`config.mk`:
```
export PLATFORM = sky130hd
export DESIGN_NAME = relay_autotune_oscillation_observer_core
export DESIGN_NICKNAME = d
export VERILOG_FILES = /design/src/rot_pkg.sv /design/src/rot_cfg_regs.sv /design/src/rot_phase_ctrl.sv /design/src/relay_autotune_oscillation_observer_core.sv
export SDC_FILE = /design/constraint.sdc
export NUM_CORES = 1
export LEC_CHECK = 0
export ABC_AREA = 1
export BUFFER_PORTS_ARGS = -buffer_cell sky130_fd_sc_hd__buf_2
export CAP_MARGIN = 20
export CORE_MARGIN = 4
export CORE_UTILIZATION = 40
export CTS_CLUSTER_SIZE = 40
export DETAILED_ROUTE_END_ITERATION = 6
export PLACE_DENSITY_LB_ADDON = 0.1
export SYNTH_ARGS = -nofsm -noshare
export SYNTH_HDL_FRONTEND = slang
export SYNTH_SLANG_ARGS = --single-unit
```
`constraint.sdc`:
```
create_clock -name clk -period 11.1 [get_ports clk]
set_clock_uncertainty 0.1 [all_clocks]
set_input_delay 0 -clock clk [delete_from_list [all_inputs] [get_ports clk]]
set_output_delay 0 -clock clk [all_outputs]
set_load 0.005 [all_outputs]
```
`src/rot_pkg.sv`:
```
// Shared types, constants and helpers for the relay autotune oscillation observer.
// No dependencies; used by every module under src.
package rot_pkg;

	localparam int SAMPLE_BITS_DEF = 16;

	localparam int SP_W      = 16;
	localparam int BW_W      = 8;
	localparam int TO_W      = 16;
	localparam int TICK_W    = 16;
	localparam int PHASE_W   = 3;
	localparam int BAND_W    = 17;
	localparam int INTEG_W   = 16;
	localparam int DERIV_W   = 13;
	localparam int CFG_IDX_W = 2;
	localparam int CFG_DAT_W = 16;

	// register reset values
	localparam logic signed [SP_W-1:0] SP_RST = 16'sd0;
	localparam logic [BW_W-1:0]        BW_RST = 8'd4;
	localparam logic [TO_W-1:0]        TO_RST = 16'd2000;

	// x/10 == (x * 0xCCCD) >> 19 for every 16-bit x
	localparam logic [TICK_W-1:0] DIV10_MUL   = 16'hCCCD;
	localparam int                DIV10_SHIFT = 19;

	typedef enum logic [CFG_IDX_W-1:0] {
		CFG_SET_POINT  = 2'd0,
		CFG_BAND_WIDTH = 2'd1,
		CFG_TIMEOUT    = 2'd2
	} cfg_idx_t;

	// external phase codes
	localparam logic [PHASE_W-1:0] PH_ARM_HI    = 3'd0;
	localparam logic [PHASE_W-1:0] PH_ARM_LO    = 3'd1;
	localparam logic [PHASE_W-1:0] PH_TRACK_MIN = 3'd2;
	localparam logic [PHASE_W-1:0] PH_TRACK_MAX = 3'd3;
	localparam logic [PHASE_W-1:0] PH_TIME_LOW  = 3'd4;
	localparam logic [PHASE_W-1:0] PH_DONE      = 3'd5;
	localparam logic [PHASE_W-1:0] PH_ERROR     = 3'd6;

	typedef enum logic [6:0] {
		ST_ARM_HI    = 7'b0000001,
		ST_ARM_LO    = 7'b0000010,
		ST_TRACK_MIN = 7'b0000100,
		ST_TRACK_MAX = 7'b0001000,
		ST_TIME_LOW  = 7'b0010000,
		ST_DONE      = 7'b0100000,
		ST_ERROR     = 7'b1000000
	} state_t;

	typedef struct packed {
		logic [PHASE_W-1:0] phase;
		logic               tune_valid;
		logic [BAND_W-1:0]  band;
		logic [INTEG_W-1:0] integ;
		logic [DERIV_W-1:0] deriv;
	} result_t;

	function automatic logic [PHASE_W-1:0] phase_code(input state_t st);
		logic [PHASE_W-1:0] code;
		case (st)
			ST_ARM_HI:    code = PH_ARM_HI;
			ST_ARM_LO:    code = PH_ARM_LO;
			ST_TRACK_MIN: code = PH_TRACK_MIN;
			ST_TRACK_MAX: code = PH_TRACK_MAX;
			ST_TIME_LOW:  code = PH_TIME_LOW;
			ST_DONE:      code = PH_DONE;
			default:      code = PH_ERROR;
		endcase
		return code;
	endfunction

endpackage

```
`src/rot_cfg_regs.sv`:
```
// Configuration registers and the crossing thresholds derived from them.
// Depends on rot_pkg.
module rot_cfg_regs import rot_pkg::*; #(
	parameter int SAMPLE_BITS = SAMPLE_BITS_DEF,
	localparam int TW = ((SAMPLE_BITS > SP_W) ? SAMPLE_BITS : SP_W) + 2
) (
	input  logic                 clk,
	input  logic                 arst_n,
	input  logic                 cfg_valid,
	input  logic [CFG_IDX_W-1:0] cfg_index,
	input  logic [CFG_DAT_W-1:0] cfg_data,
	output logic signed [TW-1:0] hi_thr,
	output logic signed [TW-1:0] lo_thr,
	output logic [TO_W-1:0]      timeout
);

	logic signed [SP_W-1:0] sp_q;
	logic [BW_W-1:0]        bw_q;
	logic [TO_W-1:0]        to_q;
	logic signed [TW-1:0]   sp_ext;
	logic signed [TW-1:0]   half;

	always_ff @(posedge clk or negedge arst_n) begin
		if (!arst_n) begin
			sp_q <= SP_RST;
			bw_q <= BW_RST;
			to_q <= TO_RST;
		end else if (cfg_valid) begin
			case (cfg_index)
				CFG_SET_POINT:  sp_q <= cfg_data[SP_W-1:0];
				CFG_BAND_WIDTH: bw_q <= cfg_data[BW_W-1:0];
				CFG_TIMEOUT:    to_q <= cfg_data[TO_W-1:0];
				default: ;
			endcase
		end
	end

	assign sp_ext = {{(TW-SP_W){sp_q[SP_W-1]}}, sp_q};
	assign half   = {{(TW-BW_W+1){1'b0}}, bw_q[BW_W-1:1]};

	// thresholds follow the registers directly, like the timeout
	assign hi_thr  = sp_ext + half;
	assign lo_thr  = sp_ext - half;
	assign timeout = to_q;

endmodule

```
`src/rot_phase_ctrl.sv`:
```
// Phase sequencer: peak tracking, tick timer and tuning result for one word.
// Depends on rot_pkg.
module rot_phase_ctrl import rot_pkg::*; #(
	parameter int SAMPLE_BITS = SAMPLE_BITS_DEF,
	localparam int TW = ((SAMPLE_BITS > SP_W) ? SAMPLE_BITS : SP_W) + 2
) (
	input  logic                   clk,
	input  logic                   arst_n,
	input  logic                   en,
	input  logic                   cmd,
	input  logic [SAMPLE_BITS-1:0] sample,
	input  logic signed [TW-1:0]   hi_thr,
	input  logic signed [TW-1:0]   lo_thr,
	input  logic [TO_W-1:0]        timeout,
	output result_t                res
);

	localparam int DW = ((SAMPLE_BITS + 1) > BAND_W) ? (SAMPLE_BITS + 1) : BAND_W;

	state_t                        state_q, state_d;
	logic signed [SAMPLE_BITS-1:0] ext_q, ext_d;
	logic signed [SAMPLE_BITS-1:0] low_q, low_d;
	logic signed [SAMPLE_BITS-1:0] high_q, high_d;
	logic [TICK_W-1:0]             tick_q, tick_d;

	logic signed [SAMPLE_BITS-1:0] s;
	logic signed [TW-1:0]          s_ext;
	logic                          above, below, timed_out;
	logic signed [DW-1:0]          diff;
	logic [2*TICK_W-1:0]           prod;

	assign s         = sample;
	assign s_ext     = {{(TW-SAMPLE_BITS){sample[SAMPLE_BITS-1]}}, sample};
	assign above     = s_ext >= hi_thr;
	assign below     = s_ext <= lo_thr;
	assign timed_out = tick_q >= timeout;
	assign diff      = DW'(high_q) - DW'(low_q);
	assign prod      = {{TICK_W{1'b0}}, tick_q} * {{TICK_W{1'b0}}, DIV10_MUL};

	always_comb begin
		state_d        = state_q;
		ext_d          = ext_q;
		low_d          = low_q;
		high_d         = high_q;
		tick_d         = tick_q;
		res.tune_valid = 1'b0;
		res.band       = '0;
		res.integ      = '0;
		res.deriv      = '0;
		if (cmd) begin
			if (!timed_out) begin
				tick_d = tick_q + TICK_W'(1);
			end
		end else if (state_q != ST_DONE && state_q != ST_ERROR) begin
			if (timed_out) begin
				state_d = ST_ERROR;
			end else begin
				case (state_q)
					ST_ARM_HI: begin
						if (above) begin
							state_d = ST_ARM_LO;
							tick_d  = '0;
						end
					end
					ST_ARM_LO: begin
						if (below) begin
							state_d = ST_TRACK_MIN;
							tick_d  = '0;
							ext_d   = s;
						end
					end
					ST_TRACK_MIN: begin
						if (s < ext_q) ext_d = s;
						if (above) begin
							state_d = ST_TRACK_MAX;
							tick_d  = '0;
							low_d   = (s < ext_q) ? s : ext_q;
						end
					end
					ST_TRACK_MAX: begin
						if (s > ext_q) ext_d = s;
						if (below) begin
							state_d = ST_TIME_LOW;
							tick_d  = '0;
							high_d  = (s > ext_q) ? s : ext_q;
						end
					end
					default: begin
						if (s < ext_q) ext_d = s;
						if (above) begin
							state_d        = ST_DONE;
							res.tune_valid = 1'b1;
							res.band       = {diff[BAND_W-2:0], 1'b0};
							res.integ      = tick_q;
							res.deriv      = prod[DIV10_SHIFT +: DERIV_W];
						end
					end
				endcase
			end
		end
		res.phase = phase_code(state_d);
	end

	always_ff @(posedge clk or negedge arst_n) begin
		if (!arst_n) begin
			state_q <= ST_ARM_HI;
			ext_q   <= '0;
			low_q   <= '0;
			high_q  <= '0;
			tick_q  <= '0;
		end else if (en) begin
			state_q <= state_d;
			ext_q   <= ext_d;
			low_q   <= low_d;
			high_q  <= high_d;
			tick_q  <= tick_d;
		end
	end

	a_done_holds: assert property (@(posedge clk) disable iff (!arst_n)
		state_q == ST_DONE |=> state_q == ST_DONE)
		else $error("done phase left before reset");

	a_error_holds: assert property (@(posedge clk) disable iff (!arst_n)
		state_q == ST_ERROR |=> state_q == ST_ERROR)
		else $error("error phase left before reset");

	a_tune_done: assert property (@(posedge clk) disable iff (!arst_n)
		en && res.tune_valid |=> state_q == ST_DONE && $past(state_q) == ST_TIME_LOW)
		else $error("tuning result outside the timing phase");

	a_tick_restart: assert property (@(posedge clk) disable iff (!arst_n)
		en && state_q != state_d && state_d != ST_ERROR && state_d != ST_DONE
		|=> tick_q == '0)
		else $error("tick count not restarted on phase change");

endmodule

```
`src/relay_autotune_oscillation_observer_core.sv`:
```
// Relay autotune oscillation observer, top level.
// A word is held in the input register, and its result word is then
// registered in the result register. One word per cycle while out_stall is low;
// the two registers let a new word in while a finished result waits under stall.
// Reset (arst_n low, asynchronous): phase 0, peaks and tick count zero,
// set point 0, band width 4, timeout 2000 ticks.
module relay_autotune_oscillation_observer_core import rot_pkg::*; #(
	parameter int SAMPLE_BITS = SAMPLE_BITS_DEF
) (
	input  logic                   clk,
	input  logic                   arst_n,
	input  logic                   in_valid,
	output logic                   in_stall,
	input  logic                   cmd,
	input  logic [SAMPLE_BITS-1:0] sample,
	output logic                   out_valid,
	input  logic                   out_stall,
	output logic [PHASE_W-1:0]     phase,
	output logic                   tune_valid,
	output logic [BAND_W-1:0]      band_out,
	output logic [INTEG_W-1:0]     integral_out,
	output logic [DERIV_W-1:0]     derivative_out,
	input  logic                   cfg_valid,
	output logic                   cfg_ready,
	input  logic [CFG_IDX_W-1:0]   cfg_index,
	input  logic [CFG_DAT_W-1:0]   cfg_data
);

	localparam int TW = ((SAMPLE_BITS > SP_W) ? SAMPLE_BITS : SP_W) + 2;

	logic                   v_s1;
	logic                   cmd_s1;
	logic [SAMPLE_BITS-1:0] sample_s1;
	logic                   out_valid_q;
	result_t                res_q;
	result_t                res;
	logic                   adv;
	logic signed [TW-1:0]   hi_thr, lo_thr;
	logic [TO_W-1:0]        timeout;

	assign cfg_ready = 1'b1;

	rot_cfg_regs #(.SAMPLE_BITS(SAMPLE_BITS)) u_cfg (
		.clk       (clk),
		.arst_n    (arst_n),
		.cfg_valid (cfg_valid),
		.cfg_index (cfg_index),
		.cfg_data  (cfg_data),
		.hi_thr    (hi_thr),
		.lo_thr    (lo_thr),
		.timeout   (timeout)
	);

	// stage 1 word moves on when the result register is empty or being drained
	assign adv      = v_s1 && (!out_valid_q || !out_stall);
	assign in_stall = v_s1 && !adv;

	rot_phase_ctrl #(.SAMPLE_BITS(SAMPLE_BITS)) u_phase (
		.clk     (clk),
		.arst_n  (arst_n),
		.en      (adv),
		.cmd     (cmd_s1),
		.sample  (sample_s1),
		.hi_thr  (hi_thr),
		.lo_thr  (lo_thr),
		.timeout (timeout),
		.res     (res)
	);

	always_ff @(posedge clk or negedge arst_n) begin
		if (!arst_n) begin
			v_s1 <= 1'b0;
		end else if (in_valid && !in_stall) begin
			v_s1 <= 1'b1;
		end else if (adv) begin
			v_s1 <= 1'b0;
		end
	end

	always_ff @(posedge clk) begin
		if (in_valid && !in_stall) begin
			cmd_s1    <= cmd;
			sample_s1 <= sample;
		end
	end

	always_ff @(posedge clk or negedge arst_n) begin
		if (!arst_n) begin
			out_valid_q <= 1'b0;
		end else if (adv) begin
			out_valid_q <= 1'b1;
		end else if (!out_stall) begin
			out_valid_q <= 1'b0;
		end
	end

	always_ff @(posedge clk) begin
		if (adv) begin
			res_q <= res;
		end
	end

	assign out_valid      = out_valid_q;
	assign phase          = res_q.phase;
	assign tune_valid     = res_q.tune_valid;
	assign band_out       = res_q.band;
	assign integral_out   = res_q.integ;
	assign derivative_out = res_q.deriv;

endmodule
```
==> results of run 1 <==
worst paths after layout:
path	end	slack (ns)	cells after the start
max in group asynchronous	u_phase.ext_q[8]	9.47	3
worst min-delay path	u_cfg.sp_q[8]	0.002	4
worst max-delay path	derivative_out[10]	5.39	21
min in group asynchronous	v_s1	0.04	2
worst min register to register	u_cfg.timeout[2]	0.39	2
worst max register to register	derivative_out[10]	5.39	21
cells in the mapped netlist (3+ instances only):
master,number
o21bai_1,5
o211ai_1,4
nor4_2,3
nor2_4,4
nand3_1,82
ha_1,225
nor3_1,16
fa_1,84
inv_1,322
inv_2,10
o21ai_0,106
a221oi_1,3
mux2_1,7
mux2_2,8
nand2_2,10
nand3_4,3
nand2_1,332
nor2_1,103
xor2_1,36
nand4_1,14
a21o_1,9
clkbuf_1,20
buf_6,3
nand3_2,3
dfstp_2,8
buf_4,4
edfxtp_1,66
nand4_2,4
nor2_2,10
o21a_1,13
dfrtp_1,104
a21oi_1,122
buf_2,10
xnor2_1,5
o31ai_1,10
nand3b_1,3
o21ai_1,37
nor4_1,6
power by group through the flow:
stage	combinational, mW	sequential [mW]	clock, mW
after floorplan	0.985	0.845	0
after global placement	1.31	0.872	0
after detailed placement	1.32	0.875	0
after CTS	1.34	0.862	0.650
after global routing	1.55	0.873	0.672
final	1.33	0.861	0.625
registers in the layout, summed over array words and instances (netlist names):
name             flops
u_phase.tick_q      16
u_cfg.bw_q           7
u_phase.state_q      7
u_phase.low_q       16
u_phase.ext_q       16
derivative_out      13
u_cfg.sp_q          16
v_s1                 1
band_out            16
u_phase.high_q      16
u_cfg.timeout       16
integral_out        16
out_valid            1
cmd_s1               1
sample_s1           16
phase                3
tune_valid           1
placed cells by master (no fill, tap or decap), types with 3 or more instances in the layout:
| cell type | Yosys | routed |
|---|---|---|
| a221oi_1 | 3 | 3 |
| buf_2 | 10 | 89 |
| clkbuf_16 | 0 | 18 |
| clkbuf_1 | 20 | 3 |
| fa_1 | 84 | 84 |
| o21ai_0 | 106 | 106 |
| xnor2_1 | 5 | 5 |
| nor3_1 | 16 | 16 |
| ha_1 | 225 | 225 |
| nand2_2 | 10 | 10 |
| nand3_1 | 82 | 82 |
| mux2_1 | 7 | 7 |
| mux2_2 | 8 | 8 |
| nor2_4 | 4 | 5 |
| nand3b_1 | 3 | 3 |
| dfrtp_1 | 104 | 104 |
| nor4_1 | 6 | 6 |
| nor2_1 | 103 | 103 |
| nand4_2 | 4 | 4 |
| o31ai_1 | 10 | 10 |
| dfstp_2 | 8 | 8 |
| nand4_1 | 14 | 14 |
| o21bai_1 | 5 | 5 |
| edfxtp_1 | 66 | 66 |
| o21ai_1 | 37 | 37 |
| a21o_1 | 9 | 9 |
| nand3_4 | 3 | 3 |
| a21oi_1 | 122 | 122 |
| xor2_1 | 36 | 36 |
| dlygate4sd3_1 | 0 | 38 |
| nor2_2 | 10 | 9 |
| buf_4 | 4 | 5 |
| inv_1 | 322 | 322 |
| nand3_2 | 3 | 3 |
| o211ai_1 | 4 | 4 |
| o21a_1 | 13 | 13 |
| inv_2 | 10 | 10 |
| nand2_1 | 332 | 332 |
layer usage:
layer | share of wire (%) | GRT usage (%)
met5 | 0 | 0
met4 | 2.4 | 6.084
met3 | 3.3 | 2.950
met2 | 44 | 31.76
met1 | 50 | 30.47
cells by family (layout without fill, tap and decap cells):
family / count (synthesis) / in the layout / share of synthesized area, %
other cells: 2 / 2 / 0.04766
xor+xnor: 41 / 41 / 2.279
compound gates: 322 / 322 / 11.23
buf+inv: 373 / 499 / 9.219
simple gates: 600 / 600 / 17.10
fa+ha+maj: 309 / 309 / 28.54
mux: 16 / 16 / 1.167
flops: 178 / 178 / 30.43
cell type report:
type                            count  area, um^2  share of cell area, %
Clock inverter                     10       123.9                 0.7001
Inverter                          334        1256                  7.100
Multi-Input combinational cell   1290        9524                  53.83
Tap cell                          518       648.1                  3.663
Timing Repair Buffer              133       878.3                  4.965
Clock buffer                       22       466.7                  2.638
Sequential cell                   178        4795                  27.10
worst reg2reg max path, delay by kind of cell (launching register included):
family / cells / cell delay [ns]
buffers and inverters: 3 / 0.19
and+or+nand+nor: 7 / 0.86
adders and majority gates: 7 / 3.38
AOI/OAI and AO/OA: 4 / 0.55
DFF: 1 / 0.50
==> results.md, run 1 <==
* Status: finished clean
* Initial antenna violation count at 0
* Final GP Congestion at around 0.9
* Vias at 12350
* Number of flops mapped to enable cells by yosys at 66
* Antenna viol nets, final at 0
* # DRC at 0
* All-Layer GR Usage at a little over 20%
* Syn nets at approximately 2200
* Register share of total power at a little under a third
* P_leak at ~9.1 nW
* CP delay by family, top: adder cells
* DP Wirelength at approximately 34000 um
* Wire per inst at roughly 17 um
* Cell Area, Placed at ~17000 um^2
* Comb pwr share at a little under half
* Hold Path Class: in -> reg
* Hold_buf cts at 38
* Critical Path AT at just under 6 ns
* Power Density at about 160 nW/um^2
* Seq/Total Area, Yosys at 30.43%
* Gate Count Post-Synth at between 1500 and 2000
* Part of the power in the clock network at about 22%
* CTS root buf: clkbuf_16
* Htree depth at 4
* Hold path start: cfg_valid
* Max incr delay on CP at 0.55 ns
* RSZ-0062 raised after global routing: no
* CTS Buf Count at 17
* Finished Layout Cells at 2485
* Post-Route WL at roughly 42000 um
* Tcrit/Tclk final at between 50% and 60%
* Slowest-stage cell, CP: fa_1
* Minimum clock period at around 5.7 ns
* N_diodes at 0
* Max-slew headroom at 34.46%
* Die X at between 200 and 250 um
* Post-Syn Area at 15760 um^2
* Final Slew Violations at 0
* # Post-CTS Setup Buffers at 0
* Buf/Inv on CP at 3
* Starting Density at a little over 40%
* Vias per inst at just under 5
* Sw frac at between 40% and 50%
* P_sw at between 1 and 1.5 mW
* CTS tree: yes
* Largest net degree at the start of global routing at 71
* Cells after DPL at about 2400
* Yosys top cell by area: ha_1
* Maximum capacitance violations at 0
* Ys async rst share at a little over three fifths
* Crit end category: flip-flop
* Iter 0 DRT Violations at about 650
* Dominant synthesized flop cell: dfrtp_1
* Post-synth cell types at 58
* Final core occ at 45.57%
* Number of port buffers at 90
* Die Height at 206.5 um
* Final hold viol count at 0
* Pre-CTS setup slack at around 5.4 ns
* Clk Latency, worst-skew pair at 0.45 ns
* Nets at about 2300
* Core footprint at 38830 um^2
* IO Pins at 93
* Area grow syn2layout at 12.28%
* First-pass GRT wire length at slightly below 70000 um
* Endpoints failing setup at 0
* TNS Setup at 0 ns
* Fillers at between 3000 and 4000
* CP Class: reg -> reg
* Internal cell power at about 1.6 mW
* Finished Cell Area at around 18000 um^2
* Reg clk slew, reported paths at about 0.070 ns
* Cell seen most often among critical-path stages: fa_1
* Slew @ Worst Pin at roughly 1 ns
* Power, Total at between 2 and 3 mW
* Data required time of the worst path at 11.30 ns
* GRT Residual Overflow at 0
* Max Root-Sink Buffers at 2
* Share of layout cells above drive strength 1 at 10.17%
* Warnings from Yosys at 0
* Sink Count at 178
* Area contributors post-synth: ha_1 18%, dfrtp_1 17%, edfxtp_1 13%
* Vias in the first global route at about 12000
* Max FO, Critical Path at 7
* Setup crit start kind: flip-flop
* Post-synthesis sequential element count at approximately 180
* Final setup margin at between 5 and 6 ns
* Post-cts resize count at 0
* Avg Synthesized Cell Area at about 8.6 um^2
* Die area at 42630 um^2
* 1st-pass router iterations at 5
* Synth top area share at around 18%
* VDD IR-drop max at ~0.00012 V
* # rows at slightly above 70
* Fin Hold WS at around 0.0023 ns
* Critical-path cell list: ha_1 -> fa_1 -> inv_1 -> fa_1 -> fa_1 -> fa_1 -> inv_1 -> fa_1 -> ha_1 -> nand2_1 -> inv_1 -> nand3_1 -> nor3_1 -> nand4_1 -> nand3_1 -> a21oi_1 -> o21ai_1 -> nand3_1 -> nand2_1 -> o21ai_1 -> a21oi_1
* RR Startpoint: u_phase.tick_q[4]
* Crit. Startpoint: u_phase.tick_q[4]
* Max Freq at 0.1752 GHz
No activity file was read; power rests on OpenSTA's default activity.
==> inputs of run 2 (changes only) <==
- clock period: 11.1 -> 5.49 ns (I/O delays scaled with it)
==> results.md, run 2 (synthesis results as in run 1) <==
* Max-slew headroom at between 30% and 40%
* Sink Count at around 180
* Finished Cell Area at between 15000 and 20000 um^2
* CP delay by family, top: adder cells
* Critical Path AT at about 5.5 ns
* FF-to-FF setup slack at between 0.2 and 0.25 ns
* Buf/Inv on CP at 3
* Cells after DPL at approximately 2500
* Fin Hold WS at roughly 0.0098 ns
* 1st-pass router iterations at 6
* Reg-to-Reg End: derivative_out[5]
* Final core occ at between 40% and 50%
* CTS tree: yes
* Initial antenna violation count at 0
* Core footprint at 38830 um^2
* Cell seen most often among critical-path stages: fa_1
* Number of port buffers at 90
* Htree depth at 4
* Met2 usage at about a third
* # DRC at 0
* IO Pins at a little over 90
* DP Wirelength at 34400 um
* RR Startpoint: u_phase.tick_q[7]
* Cell Area, Placed at 17050 um^2
* Post-Route WL at about 43000 um
* Slowest-stage cell, CP: fa_2
* TNS Setup at 0 ns
* GR peak layer: met2
* Nets at approximately 2400
* Most frequent cells in the layout: 331 x nand2_1, 320 x inv_1, 210 x ha_1, 116 x a21oi_1, 106 x o21ai_0
* Max Freq at ~0.19 GHz
* Critical-path cell list: ha_4 -> inv_1 -> fa_1 -> inv_1 -> fa_1 -> fa_1 -> fa_2 -> fa_2 -> ha_4 -> nand2_1 -> buf_4 -> nor4_1 -> a21oi_1 -> o21bai_1 -> o21ai_1 -> a21oi_1
* Tcrit/Tclk final at between 90% and 100%
* Most common cell after layout, fill and taps aside: nand2_1
* Max Root-Sink Buffers at 2
* Die Height at ~210 um
* Met1 layer usage reported by global route at around 30%
* Crit. Startpoint: u_phase.tick_q[7]
* P_leak at slightly above 9 nW
* Iter 0 DRT Violations at between 700 and 800
* Pre-CTS setup slack at about 0.022 ns
* Final hold viol count at 0
* Die area at roughly 43000 um^2
* Slew @ Worst Pin at just under 1 ns
* CTS Buf Count at 17
* Reg clk slew, reported paths at 0.07 ns
* # rows at 72
* Die X at 206.5 um
* Largest net degree at the start of global routing at 74
* Met3 GRT Util at around 3%
* CTS root buf: clkbuf_16
* Minimum clock period at 5.254 ns
* Data required time of the worst path at approximately 5.7 ns
* Vias in the first global route at between 10000 and 15000
* Vias per inst at 4.964
* First-pass GRT wire length at ~68000 um
* Status: finished clean
* Power Density at approximately 320 nW/um^2
* Share of layout cells above drive strength 1 at between 10% and 20%
* Wire per inst at around 17 um
* Power, Total at approximately 5.8 mW
* Setup crit start kind: flip-flop
* Critical Path Stages at 16
* Antenna viol nets, final at 0
* VDD IR-drop max at approximately 0.00025 V
* Crit end category: flip-flop
* Final setup margin at 0.2360 ns
* Maximum capacitance violations at 0
* Hold Path Class: in -> async
* Max incr delay on CP at slightly above 0.6 ns
* R2R cell count at 16
* CP Class: reg -> reg
* Clk Latency, worst-skew pair at between 0.4 and 0.5 ns
* Final Slew Violations at 0
* Area grow syn2layout at 16.36%
* All-Layer GR Usage at 20.61%
* GRT Residual Overflow at 0
* Starting Density at between 40 and 50%
* N_diodes at 0
* Max FO, Critical Path at 4
* Finished Layout Cells at between 2000 and 3000
* Final GP Congestion at 0.9063
* Endpoints failing setup at 0
* Vias at ~13000
* CP Capture Point: derivative_out[5]
## run 2: cell types whose count changed in the layout (fill, tap and decap cells not counted), moves of 6 or more
| cell | change |
|---|---|
| buf_4 | +49 |
| ha_1 | -15 |
| a21oi_1 | -6 |
| dfrtp_2 | +6 |
| dfrtp_1 | -6 |
| ha_4 | +15 |
## run 2: metal layers
layer / vias up / part of all wire [%]
li1: 6362 / -
met1: 5954 / 49
met2: 229 / 46
met3: 30 / 3.9
met4: 0 / 1.4
met5: - / 0
## run 2: worst min-delay path by stage
stage	from	endpoint	slack (ns)
2_1_floorplan	arst_n	out_valid	-0.40
3_3_place_gp	arst_n	v_s1	-0.09
5_1_grt	arst_n	v_s1	0.06
6_report	arst_n	v_s1	0.01
4_1_cts	cfg_valid	u_cfg.bw_q[2]	0.02
3_5_place_dp	arst_n	v_s1	-0.09
## run 2: worst register-to-register path, delay by kind of cell, from the launching register on
| kind | cells | cell delay, ns |
|---|---|---|
| adder cells (fa/ha/maj) | 7 | 3.16 |
| AO/OA/AOI/OAI | 4 | 0.59 |
| buffers and inverters | 3 | 0.28 |
| flip-flops | 1 | 0.47 |
| AND/OR/NAND/NOR | 2 | 0.50 |
## run 2: timing repair
| action | CTS | global route |
|---|---|---|
| endpoints found under the hold margin | 110 | 0 |
| hold buffers | 38 | 0 |
| pin swaps | 0 | 19 |
| setup buffers | 0 | 3 |
| resized for setup | 2 | 37 |
| endpoints found under the setup margin | 2 | 9 |
## run 2: cell type report
type                            count  area (um^2)
Clock buffer                       19        464.2
Clock inverter                     12        126.4
Fill cell                        3738        20490
Inverter                          334         1256
Multi-Input combinational cell   1290         9779
Sequential cell                   178         4802
Tap cell                          518        648.1
Timing Repair Buffer              182         1259
## run 2: power by group
part	switching (mW)	internal, mW	leakage, nW
Combinational	1.80	1.03	7.00
Sequential	0.148	1.58	2.00
Clock	0.576	0.670	0.288
